[config.mk]
export PLATFORM = sky130hd
export DESIGN_NAME = button_combo_long_press_scanner_top_flat
export DESIGN_NICKNAME = d
export VERILOG_FILES = /design/src/bcs_pkg.sv /design/src/bcs_chan_if.sv /design/src/bcs_in_stage.sv /design/src/bcs_core.sv /design/src/button_combo_long_press_scanner_top.sv /design/src/flat_wrapper.sv
export SDC_FILE = /design/constraint.sdc
export NUM_CORES = 1
export LEC_CHECK = 0
export BUFFER_PORTS_ARGS = -buffer_cell sky130_fd_sc_hd__buf_4
export CAP_MARGIN = 20
export CORE_ASPECT_RATIO = 0.8
export CORE_MARGIN = 1
export CORE_UTILIZATION = 40
export CTS_CLUSTER_DIAMETER = 40
export DETAILED_ROUTE_END_ITERATION = 8
export HOLD_SLACK_MARGIN = 0.02
export PLACE_DENSITY = 0.65
export SYNTH_ARGS = -nofsm -noshare
export SYNTH_HDL_FRONTEND = slang
export SYNTH_HIERARCHICAL = 1
export SYNTH_SLANG_ARGS = --single-unit
[constraint.sdc]
create_clock -name clock -period 5.3 [get_ports clock]
set_input_delay 0.265 -clock clock [delete_from_list [all_inputs] [get_ports clock]]
set_output_delay 0.265 -clock clock [all_outputs]
set_load 0.005 [all_outputs]
[src/bcs_pkg.sv]
package bcs_pkg;

   localparam int CNT_W     = 6;
   localparam int KEY_N     = 4;
   localparam int CHORD_N   = 5;
   localparam int CHORD_W   = 3;
   localparam int KEY_IDX_W = 2;

   // key bit positions
   localparam int KEY_ST1 = 0;
   localparam int KEY_ST2 = 1;
   localparam int KEY_ESC = 2;
   localparam int KEY_MOD = 3;

   localparam logic [KEY_N-1:0] KM_ST1 = 4'b0001;
   localparam logic [KEY_N-1:0] KM_ST2 = 4'b0010;
   localparam logic [KEY_N-1:0] KM_ESC = 4'b0100;
   localparam logic [KEY_N-1:0] KM_MOD = 4'b1000;
   localparam logic [KEY_N-1:0] KM_ALL = 4'b1111;

   // chord counter slots
   localparam logic [CHORD_W-1:0] CH_MS1 = 3'd0;
   localparam logic [CHORD_W-1:0] CH_MS2 = 3'd1;
   localparam logic [CHORD_W-1:0] CH_MES = 3'd2;
   localparam logic [CHORD_W-1:0] CH_S1E = 3'd3;
   localparam logic [CHORD_W-1:0] CH_S12 = 3'd4;

   localparam logic [CHORD_N-1:0] CM_MS1 = 5'b00001;
   localparam logic [CHORD_N-1:0] CM_MS2 = 5'b00010;
   localparam logic [CHORD_N-1:0] CM_MES = 5'b00100;
   localparam logic [CHORD_N-1:0] CM_S1E = 5'b01000;
   localparam logic [CHORD_N-1:0] CM_S12 = 5'b10000;

   localparam logic [CNT_W-1:0] TACT_RST  = 6'd5;
   localparam logic [CNT_W-1:0] LONG_RST  = 6'd30;
   localparam logic [CNT_W-1:0] LIMIT_RST = 6'd50;

   typedef enum logic [1:0] {
      CSR_TACT  = 2'd0,
      CSR_LONG  = 2'd1,
      CSR_LIMIT = 2'd2
   } csr_index_type;

   typedef struct packed {
      logic [CNT_W-1:0] tact_threshold;
      logic [CNT_W-1:0] long_threshold;
      logic [CNT_W-1:0] limit_value;
   } bcs_cfg_type;

   typedef struct packed {
      logic             valid;
      logic [KEY_N-1:0] button_levels;
   } bcs_stage_type;

endpackage

[src/bcs_chan_if.sv]
interface bcs_req_if import bcs_pkg::*; ();
   logic             valid;
   logic             ready;
   logic [KEY_N-1:0] button_levels;

   modport source (output valid, output button_levels, input ready);
   modport sink   (input valid, input button_levels, output ready);
endinterface

interface bcs_rsp_if import bcs_pkg::*; ();
   logic             valid;
   logic             ready;
   logic [KEY_N-1:0] short_press_mask;
   logic [KEY_N-1:0] long_press_mask;

   modport source (output valid, output short_press_mask, output long_press_mask, input ready);
   modport sink   (input valid, input short_press_mask, input long_press_mask, output ready);
endinterface

[src/bcs_in_stage.sv]
module bcs_in_stage import bcs_pkg::*; (
   input  logic          clock,
   input  logic          reset,
   bcs_req_if.sink       req_chan,
   input  logic          core_ready,
   output bcs_stage_type stage
);

   logic             valid_ff;
   logic             valid_in;
   logic [KEY_N-1:0] levels_ff;
   logic             take;

   assign req_chan.ready = !valid_ff || core_ready;
   assign take           = req_chan.valid && req_chan.ready;
   assign valid_in       = take || (valid_ff && !core_ready);

   always_ff @(posedge clock) begin
      if (reset) begin
         valid_ff <= 1'b0;
      end else begin
         valid_ff <= valid_in;
      end
   end

   always_ff @(posedge clock) begin
      if (take) begin
         levels_ff <= req_chan.button_levels;
      end
   end

   assign stage.valid         = valid_ff;
   assign stage.button_levels = levels_ff;

endmodule

[src/bcs_core.sv]
module bcs_core import bcs_pkg::*; (
   input  logic          clock,
   input  logic          reset,
   input  bcs_cfg_type   cfg,
   input  bcs_stage_type stage,
   output logic          core_ready,
   bcs_rsp_if.source     rsp_chan
);

   logic [CNT_W-1:0] single_cnt_ff [KEY_N];
   logic [CNT_W-1:0] single_cnt_in [KEY_N];
   logic [CNT_W-1:0] chord_cnt_ff  [CHORD_N];
   logic [CNT_W-1:0] chord_cnt_in  [CHORD_N];
   logic             rsp_valid_ff;
   logic             rsp_valid_in;
   logic [KEY_N-1:0] short_ff;
   logic [KEY_N-1:0] short_in;
   logic [KEY_N-1:0] long_ff;
   logic [KEY_N-1:0] long_in;
   logic             fire;

   assign core_ready   = !rsp_valid_ff || rsp_chan.ready;
   assign fire         = stage.valid && core_ready;
   assign rsp_valid_in = fire || (rsp_valid_ff && !rsp_chan.ready);

   always_comb begin
      logic [KEY_N-1:0]     pressed;
      logic                 any_key;
      logic                 is_chord;
      logic [CHORD_W-1:0]   cidx;
      logic [KEY_IDX_W-1:0] sidx;
      logic [KEY_N-1:0]     clr_s;
      logic [CHORD_N-1:0]   clr_c;
      logic [KEY_N-1:0]     keys;
      logic [CNT_W-1:0]     cnt;

      pressed  = ~stage.button_levels;
      any_key  = |pressed;
      is_chord = 1'b1;
      cidx     = CH_MS1;
      sidx     = KEY_IDX_W'(KEY_ST1);
      clr_s    = '0;
      clr_c    = '0;
      keys     = '0;
      short_in = '0;
      long_in  = '0;

      // first match wins
      if (pressed[KEY_MOD] && pressed[KEY_ST1]) begin
         cidx  = CH_MS1;
         clr_s = KM_ST2 | KM_ESC;
         clr_c = CM_MS2 | CM_MES | CM_S1E;
         keys  = KM_MOD | KM_ST1;
      end else if (pressed[KEY_MOD] && pressed[KEY_ST2]) begin
         cidx  = CH_MS2;
         clr_s = KM_ST1 | KM_ESC;
         clr_c = CM_MS1 | CM_MES | CM_S1E;
         keys  = KM_MOD | KM_ST2;
      end else if (pressed[KEY_MOD] && pressed[KEY_ESC]) begin
         cidx  = CH_MES;
         clr_s = KM_ST1 | KM_ST2;
         clr_c = CM_MS1 | CM_MS2 | CM_S1E;
         keys  = KM_MOD | KM_ESC;
      end else if (pressed[KEY_ST1] && pressed[KEY_ESC]) begin
         cidx  = CH_S1E;
         clr_s = KM_ST1 | KM_ST2;
         clr_c = CM_MS1 | CM_MS2 | CM_MES;
         keys  = KM_ST1 | KM_ESC;
      end else if (pressed[KEY_ST1] && pressed[KEY_ST2]) begin
         cidx  = CH_S12;
         clr_s = KM_ESC;
         clr_c = CM_MS1 | CM_MS2 | CM_MES | CM_S1E;
         keys  = KM_ST1 | KM_ST2;
      end else if (pressed[KEY_ST1]) begin
         is_chord = 1'b0;
         sidx     = KEY_IDX_W'(KEY_ST1);
         clr_s    = KM_ESC;
         clr_c    = CM_MS1 | CM_MS2 | CM_MES | CM_S1E;
      end else if (pressed[KEY_ST2]) begin
         is_chord = 1'b0;
         sidx     = KEY_IDX_W'(KEY_ST2);
         clr_s    = KM_ESC;
         clr_c    = CM_MS1 | CM_MS2 | CM_MES | CM_S1E;
      end else if (pressed[KEY_ESC]) begin
         is_chord = 1'b0;
         sidx     = KEY_IDX_W'(KEY_ESC);
         clr_s    = KM_ST1 | KM_ST2 | KM_MOD;
         clr_c    = CM_MS1 | CM_MS2 | CM_MES | CM_S1E;
      end else begin
         is_chord = 1'b0;
         sidx     = KEY_IDX_W'(KEY_MOD);
         clr_s    = '0;
         clr_c    = CM_MS1 | CM_MS2 | CM_MES | CM_S1E;
      end

      if (!any_key) begin
         clr_s = KM_ALL;
         clr_c = CM_MS1 | CM_MS2 | CM_MES | CM_S1E | CM_S12;
      end

      for (int i = 0; i < KEY_N; i++) begin
         single_cnt_in[i] = clr_s[i] ? '0 : single_cnt_ff[i];
      end
      for (int i = 0; i < CHORD_N; i++) begin
         chord_cnt_in[i] = clr_c[i] ? '0 : chord_cnt_ff[i];
      end

      if (any_key && is_chord) begin
         cnt = chord_cnt_in[cidx] + CNT_W'(1);
         chord_cnt_in[cidx] = cnt;
         if (cnt == cfg.tact_threshold) begin
            short_in = keys;
         end else if (cnt > cfg.tact_threshold) begin
            chord_cnt_in[cidx] = cfg.limit_value;
         end
      end else if (any_key) begin
         cnt = single_cnt_in[sidx] + CNT_W'(1);
         single_cnt_in[sidx] = cnt;
         if (cnt == cfg.tact_threshold) begin
            short_in = KEY_N'(1) << sidx;
         end else if (cnt == cfg.long_threshold) begin
            long_in = KEY_N'(1) << sidx;
         end else if (cnt > cfg.long_threshold) begin
            long_in = KEY_N'(1) << sidx;
            single_cnt_in[sidx] = cfg.limit_value;
         end
      end else begin
         cnt = '0;
      end
   end

   always_ff @(posedge clock) begin
      if (reset) begin
         rsp_valid_ff <= 1'b0;
         for (int i = 0; i < KEY_N; i++) begin
            single_cnt_ff[i] <= '0;
         end
         for (int i = 0; i < CHORD_N; i++) begin
            chord_cnt_ff[i] <= '0;
         end
      end else begin
         rsp_valid_ff <= rsp_valid_in;
         if (fire) begin
            single_cnt_ff <= single_cnt_in;
            chord_cnt_ff  <= chord_cnt_in;
         end
      end
   end

   always_ff @(posedge clock) begin
      if (fire) begin
         short_ff <= short_in;
         long_ff  <= long_in;
      end
   end

   assign rsp_chan.valid            = rsp_valid_ff;
   assign rsp_chan.short_press_mask = short_ff;
   assign rsp_chan.long_press_mask  = long_ff;

endmodule

[src/button_combo_long_press_scanner_top.sv]
// A req transfer passes the input register, then the result register, before it shows up as a rsp.
// Throughput: one scan tick per cycle; both stages advance together whenever rsp is not stalled.
// Reset: synchronous, active high. Clears all nine hold counters and both valid flags, and
// loads the thresholds with 5 (tact), 30 (long) and 50 (limit).
module button_combo_long_press_scanner_top import bcs_pkg::*; (
   input  logic                clock,
   input  logic                reset,
   bcs_req_if.sink             req_chan,
   bcs_rsp_if.source           rsp_chan,
   input  logic                csr_we,
   input  logic [1:0]          csr_index,
   input  logic [CNT_W-1:0]    csr_wdata
);

   // threshold registers: the user must see that they are written only while idle; the block leaves this to the user
   logic [CNT_W-1:0] tact_ff;
   logic [CNT_W-1:0] tact_in;
   logic [CNT_W-1:0] long_ff;
   logic [CNT_W-1:0] long_in;
   logic [CNT_W-1:0] limit_ff;
   logic [CNT_W-1:0] limit_in;

   bcs_cfg_type   cfg;
   bcs_stage_type stage;
   logic          core_ready;
   logic          core_fire;

   always_comb begin
      tact_in  = tact_ff;
      long_in  = long_ff;
      limit_in = limit_ff;
      if (csr_we) begin
         case (csr_index_type'(csr_index))
            CSR_TACT:  tact_in  = csr_wdata;
            CSR_LONG:  long_in  = csr_wdata;
            CSR_LIMIT: limit_in = csr_wdata;
            default:   ; // unmapped index: write dropped
         endcase
      end
   end

   always_ff @(posedge clock) begin
      if (reset) begin
         tact_ff  <= TACT_RST;
         long_ff  <= LONG_RST;
         limit_ff <= LIMIT_RST;
      end else begin
         tact_ff  <= tact_in;
         long_ff  <= long_in;
         limit_ff <= limit_in;
      end
   end

   assign cfg.tact_threshold = tact_ff;
   assign cfg.long_threshold = long_ff;
   assign cfg.limit_value    = limit_ff;

   // stage 1: capture the scan tick
   bcs_in_stage u_in_stage (
      .clock      (clock),
      .reset      (reset),
      .req_chan   (req_chan),
      .core_ready (core_ready),
      .stage      (stage)
   );

   // stage 2: priority decode, counter update, result register
   bcs_core u_core (
      .clock      (clock),
      .reset      (reset),
      .cfg        (cfg),
      .stage      (stage),
      .core_ready (core_ready),
      .rsp_chan   (rsp_chan)
   );

   assign core_fire = stage.valid && core_ready;

   // all keys up never yields an event
   a_idle_no_event: assert property (@(posedge clock) disable iff (reset)
      (core_fire && stage.button_levels == KM_ALL) |=>
      (rsp_chan.short_press_mask == '0 && rsp_chan.long_press_mask == '0))
      else $error("event reported with all keys released");

   // long press is single key only
   a_long_onehot: assert property (@(posedge clock) disable iff (reset)
      rsp_chan.valid |-> $onehot0(rsp_chan.long_press_mask))
      else $error("more than one long press bit set");

   // short and long never in the same result
   a_short_xor_long: assert property (@(posedge clock) disable iff (reset)
      rsp_chan.valid |-> !((|rsp_chan.short_press_mask) && (|rsp_chan.long_press_mask)))
      else $error("short and long press in one result");

   // nothing pending straight after reset
   a_reset_empty: assert property (@(posedge clock)
      reset |=> (!rsp_chan.valid && !stage.valid))
      else $error("valid set after reset");

endmodule

[src/flat_wrapper.sv]
// flat-port wrapper written by rule: the top's interface ports become plain ports
module button_combo_long_press_scanner_top_flat import bcs_pkg::*;
  (clock, reset, csr_we, csr_index, csr_wdata, req_chan_valid, req_chan_button_levels, req_chan_ready, rsp_chan_valid, rsp_chan_short_press_mask, rsp_chan_long_press_mask, rsp_chan_ready);
  bcs_req_if req_chan_i ();
  bcs_rsp_if rsp_chan_i ();
  input  logic clock;
  input  logic reset;
  input  logic csr_we;
  input  logic [1:0] csr_index;
  input  logic [CNT_W-1:0] csr_wdata;
  input wire logic [$bits(req_chan_i.valid)-1:0] req_chan_valid;
  input wire logic [$bits(req_chan_i.button_levels)-1:0] req_chan_button_levels;
  output wire logic [$bits(req_chan_i.ready)-1:0] req_chan_ready;
  output wire logic [$bits(rsp_chan_i.valid)-1:0] rsp_chan_valid;
  output wire logic [$bits(rsp_chan_i.short_press_mask)-1:0] rsp_chan_short_press_mask;
  output wire logic [$bits(rsp_chan_i.long_press_mask)-1:0] rsp_chan_long_press_mask;
  input wire logic [$bits(rsp_chan_i.ready)-1:0] rsp_chan_ready;
  assign req_chan_i.valid = req_chan_valid;
  assign req_chan_i.button_levels = req_chan_button_levels;
  assign req_chan_ready = req_chan_i.ready;
  assign rsp_chan_valid = rsp_chan_i.valid;
  assign rsp_chan_short_press_mask = rsp_chan_i.short_press_mask;
  assign rsp_chan_long_press_mask = rsp_chan_i.long_press_mask;
  assign rsp_chan_i.ready = rsp_chan_ready;
  button_combo_long_press_scanner_top u_core (.clock(clock), .reset(reset), .req_chan(req_chan_i), .rsp_chan(rsp_chan_i), .csr_we(csr_we), .csr_index(csr_index), .csr_wdata(csr_wdata));
endmodule
==> flow_summary.ini <==
[global_route]
antenna_found_initial = 0
grt_pass1_wl_mm = 18.29
grt_usage_pct = 20.27
grt_max_degree = 68
grt_pass1_vias = 3454
grt_overflow_total = 0

[drt]
wl_met1_mm = 5.586
vias_per_cell = 5.650
route.met2.wl_mm = 4.706
ant_nets = 0
wirelength_mm = 11.33
top_layer = met4
wl_met3_um = 892
routedWlPerCell_um = 16.74
vias = 3825
drtIter0Drc = 399
drtPass1Iterations = 5
drc = 0

[placed_design]
io_buffers = 26
dp_hpwl_mm = 8.405
dp_worst_setup_slack_ps = 586.9
place_congestion = 0.9069
placed_cell_area_um2 = 4772

[die]
start_util_pct = 41.16
fp.dieH_um = 96.69
rows = 34
ioPinCount = 27
core_um2 = 10890
dieArea_um2 = 11640
die_width_um = 120.4

[clock_network]
cts_setup_buffers = 0
cts_made_buffers = 9
clock-sinks = 86
cts.repair.resized = 0
ctsHtreeMaxLevel = 3
path_clk_slew_ps = 60
clock_latency_ps = 340
clockBufferDepth = 2
root_buffer = clkbuf_16
cts_tree = built
cts_hold_buffers = 0

[worst_setup_path]
crit_path_end_kind = flop
worstPathArrival_ps = 5070
reg2reg_slack_ps = 490
critical_path_peak_fanout = 28
startpoint_type = flop
rr_endpoint = u_core/u_core/chord_cnt_ff[29]$_SDFFE_PP0P_
timing.rr.start = u_core/u_in_stage/levels_ff[0]$_DFFE_PP_
worst-r2r-cell-count = 16
critPathKind = reg2reg
required_ps = 5570

[logic_synthesis]
ys_types = 65
async_reset_ff_share_pct = 0
synthFlopType = dfxtp_1
ys_ff_latch = 86
yosys.area.top_type = dfxtp_1
synth_seq_area_share_pct = 41.08
synth_edf_count = 12
syn_avg_cell_area_um2 = 8.722
yosysWarnings = 6
synth_top_area_share_pct = 33.04
synth_cells = 514
syn-cell-area_um2 = 4483
synthTopCellsByArea = dfxtp_1 (33%), edfxtp_1 (8.0%), nor2_1 (6.5%)
syn_nets = 545

[sta]
finClkSkew_ps = 7.015
setup_slack_ps = 494.8
slew_headroom_pct = 37.59
worst_pin_slew_ps = 936.1
rsz0062_at_grt = false
clock.fmax_ghz = 0.2081
finalHoldViolCount = 0
setup_viol = 0
tns_ps = 0
finalCritPeriodShare_pct = 90.66
drv_slew = 0
final.min_clock_period_ps = 4805

[flow_run]
drv_cap = 0

[pwr]
vdd.ir_drop.worst_v = 0.0001815
p_per_area_nw_per_um2 = 305.6
totalPowerFinal_uw = 1555
leakage_uw = 0.002043

[final_layout]
syn_to_final_growth_pct = 13.45
final_cell_area_um2 = 5086
drive_gt1_share_pct = 11.82
fin_util_pct = 46.70
n_antenna_cell = 0
finalNetCount = 559

[min_path]
hold_class = in2reg
hold_start = req_chan_button_levels[3]
hold_path_depth = 1
holdPathEnd = u_core/u_in_stage/levels_ff[3]$_DFFE_PP_

[status]
status = complete, no violations
cells in the final DEF, fill, tap and decap left out, types with 3 or more instances in the layout:
| cell | synthesis | layout |
|---|---|---|
| nor2_1 | 78 | 78 |
| dfxtp_1 | 74 | 74 |
| nand2_1 | 39 | 39 |
| buf_4 | 2 | 30 |
| mux2i_1 | 28 | 28 |
| o21ai_1 | 25 | 25 |
| a21oi_1 | 24 | 24 |
| inv_1 | 23 | 23 |
| nand2b_1 | 22 | 22 |
| a22oi_1 | 18 | 18 |
| nor3_1 | 15 | 15 |
| ha_1 | 14 | 14 |
| edfxtp_1 | 12 | 12 |
| clkbuf_16 | 0 | 11 |
| o22ai_1 | 7 | 7 |
| xnor2_1 | 7 | 7 |
| xor2_1 | 7 | 7 |
| o21ai_0 | 6 | 6 |
| nand3_1 | 5 | 5 |
| nor2b_1 | 5 | 5 |
| a221oi_1 | 5 | 5 |
| o221ai_1 | 5 | 5 |
| mux2_2 | 4 | 4 |
| nand4_1 | 4 | 4 |
| o21bai_1 | 4 | 4 |
| nand3b_1 | 3 | 3 |
| a22o_1 | 3 | 3 |
| a221o_1 | 3 | 3 |
| a21o_1 | 3 | 3 |
cells in the mapped netlist, drive strengths merged, types with 7 or more instances:
| library cell | count |
|---|---|
| nand2b | 23 |
| mux2i | 28 |
| edfxtp | 12 |
| xnor2 | 8 |
| a21oi | 25 |
| xor2 | 7 |
| ha | 14 |
| nor3 | 15 |
| clkbuf | 19 |
| o21ai | 32 |
| dfxtp | 74 |
| nand2 | 39 |
| nor2 | 78 |
| buf | 8 |
| o22ai | 7 |
| a22oi | 18 |
| inv | 25 |
state kept, by name, summed over array words and instances, names as in the netlist:
signal / count
u_core/u_core/rsp_chan.valid: 1
u_core/u_core/chord_cnt_ff: 30
u_core/u_in_stage/valid_ff: 1
u_core/u_core/rsp_chan.long_press_mask: 4
u_core/limit_ff: 6
u_core/u_core/single_cnt_ff: 24
u_core/tact_ff: 6
u_core/u_in_stage/levels_ff: 4
u_core/long_ff: 6
u_core/u_core/rsp_chan.short_press_mask: 4
layout make-up:
cell class,count,area (um^2)
fill,1068,5804
timing repair buffer,30,225.2
sequential,86,1842
clock buffer,13,292.8
clock inverter,3,21.27
inverter,26,97.59
multi-input combinational,375,2427
tap,144,180.2
logic make-up (layout without fill, tap and decap cells):
family / count (synthesis) / after routing / share of synthesized area [%]
AOI/OAI and AO/OA: 123 / 123 / 18.36
xor gates and xnor gates: 16 / 16 / 3.600
adders and majority gates: 14 / 14 / 3.907
buffers and inverters: 53 / 72 / 4.772
DFF: 86 / 86 / 41.08
muxes: 32 / 32 / 7.256
and+or+nand+nor: 190 / 190 / 21.02
where the power goes:
part / internal [uW] / switching [uW] / leakage, uW
Combinational: 83.9 / 135 / 0.00117
Clock: 388 / 254 / 0.000154
Sequential: 676 / 16.9 / 0.000715
Total: 1150 / 406 / 0.00204
critical path, cell delays in order (launching register included):
cell      delay, ps
edfxtp_1        960
nand3b_1        420
o22ai_1         240
a221o_1         210
inv_1            90
ha_1            230
xnor2_1         300
ha_1            310
a21o_1          180
a21o_1          170
a21o_1          170
a221o_1         280
nand2_1         240
inv_1           130
mux2i_1         430
o211ai_1        190
a21oi_1         160
metal layers:
metal / GRT usage, % / vias up
met5: 0 / -
met4: 5.508 / 0
met3: 5.425 / 15
met2: 27.45 / 135
met1: 31.03 / 1827
li1: - / 1848
stage by stage:
stage,hold slack (ps),instances
global route,84.63,677
floorplan,327.4,514
finish,97.00,677
CTS,87.34,677
global placement,432.6,661
detailed placement,441.6,661
worst max-delay path by stage:
stage / from / to / slack (ps) / cells after the start
global route: u_core/u_in_stage/levels_ff[0]$_DFFE_PP_ / u_core/u_core/chord_cnt_ff[29]$_SDFFE_PP0P_ / 150 / 16
CTS: u_core/u_in_stage/levels_ff[0]$_DFFE_PP_ / u_core/u_core/chord_cnt_ff[1]$_SDFFE_PP0P_ / 550 / 16
floorplan: u_core/u_in_stage/levels_ff[3]$_DFFE_PP_ / u_core/u_core/chord_cnt_ff[22]$_SDFFE_PP0P_ / 1450 / 18
detailed placement: u_core/u_in_stage/levels_ff[0]$_DFFE_PP_ / u_core/u_core/chord_cnt_ff[1]$_SDFFE_PP0P_ / 590 / 16
finish: u_core/u_in_stage/levels_ff[0]$_DFFE_PP_ / u_core/u_core/chord_cnt_ff[29]$_SDFFE_PP0P_ / 490 / 16
global placement: u_core/u_in_stage/levels_ff[0]$_DFFE_PP_ / u_core/u_core/chord_cnt_ff[1]$_SDFFE_PP0P_ / 750 / 16
Note: power is estimated with default switching activity, not from simulation.
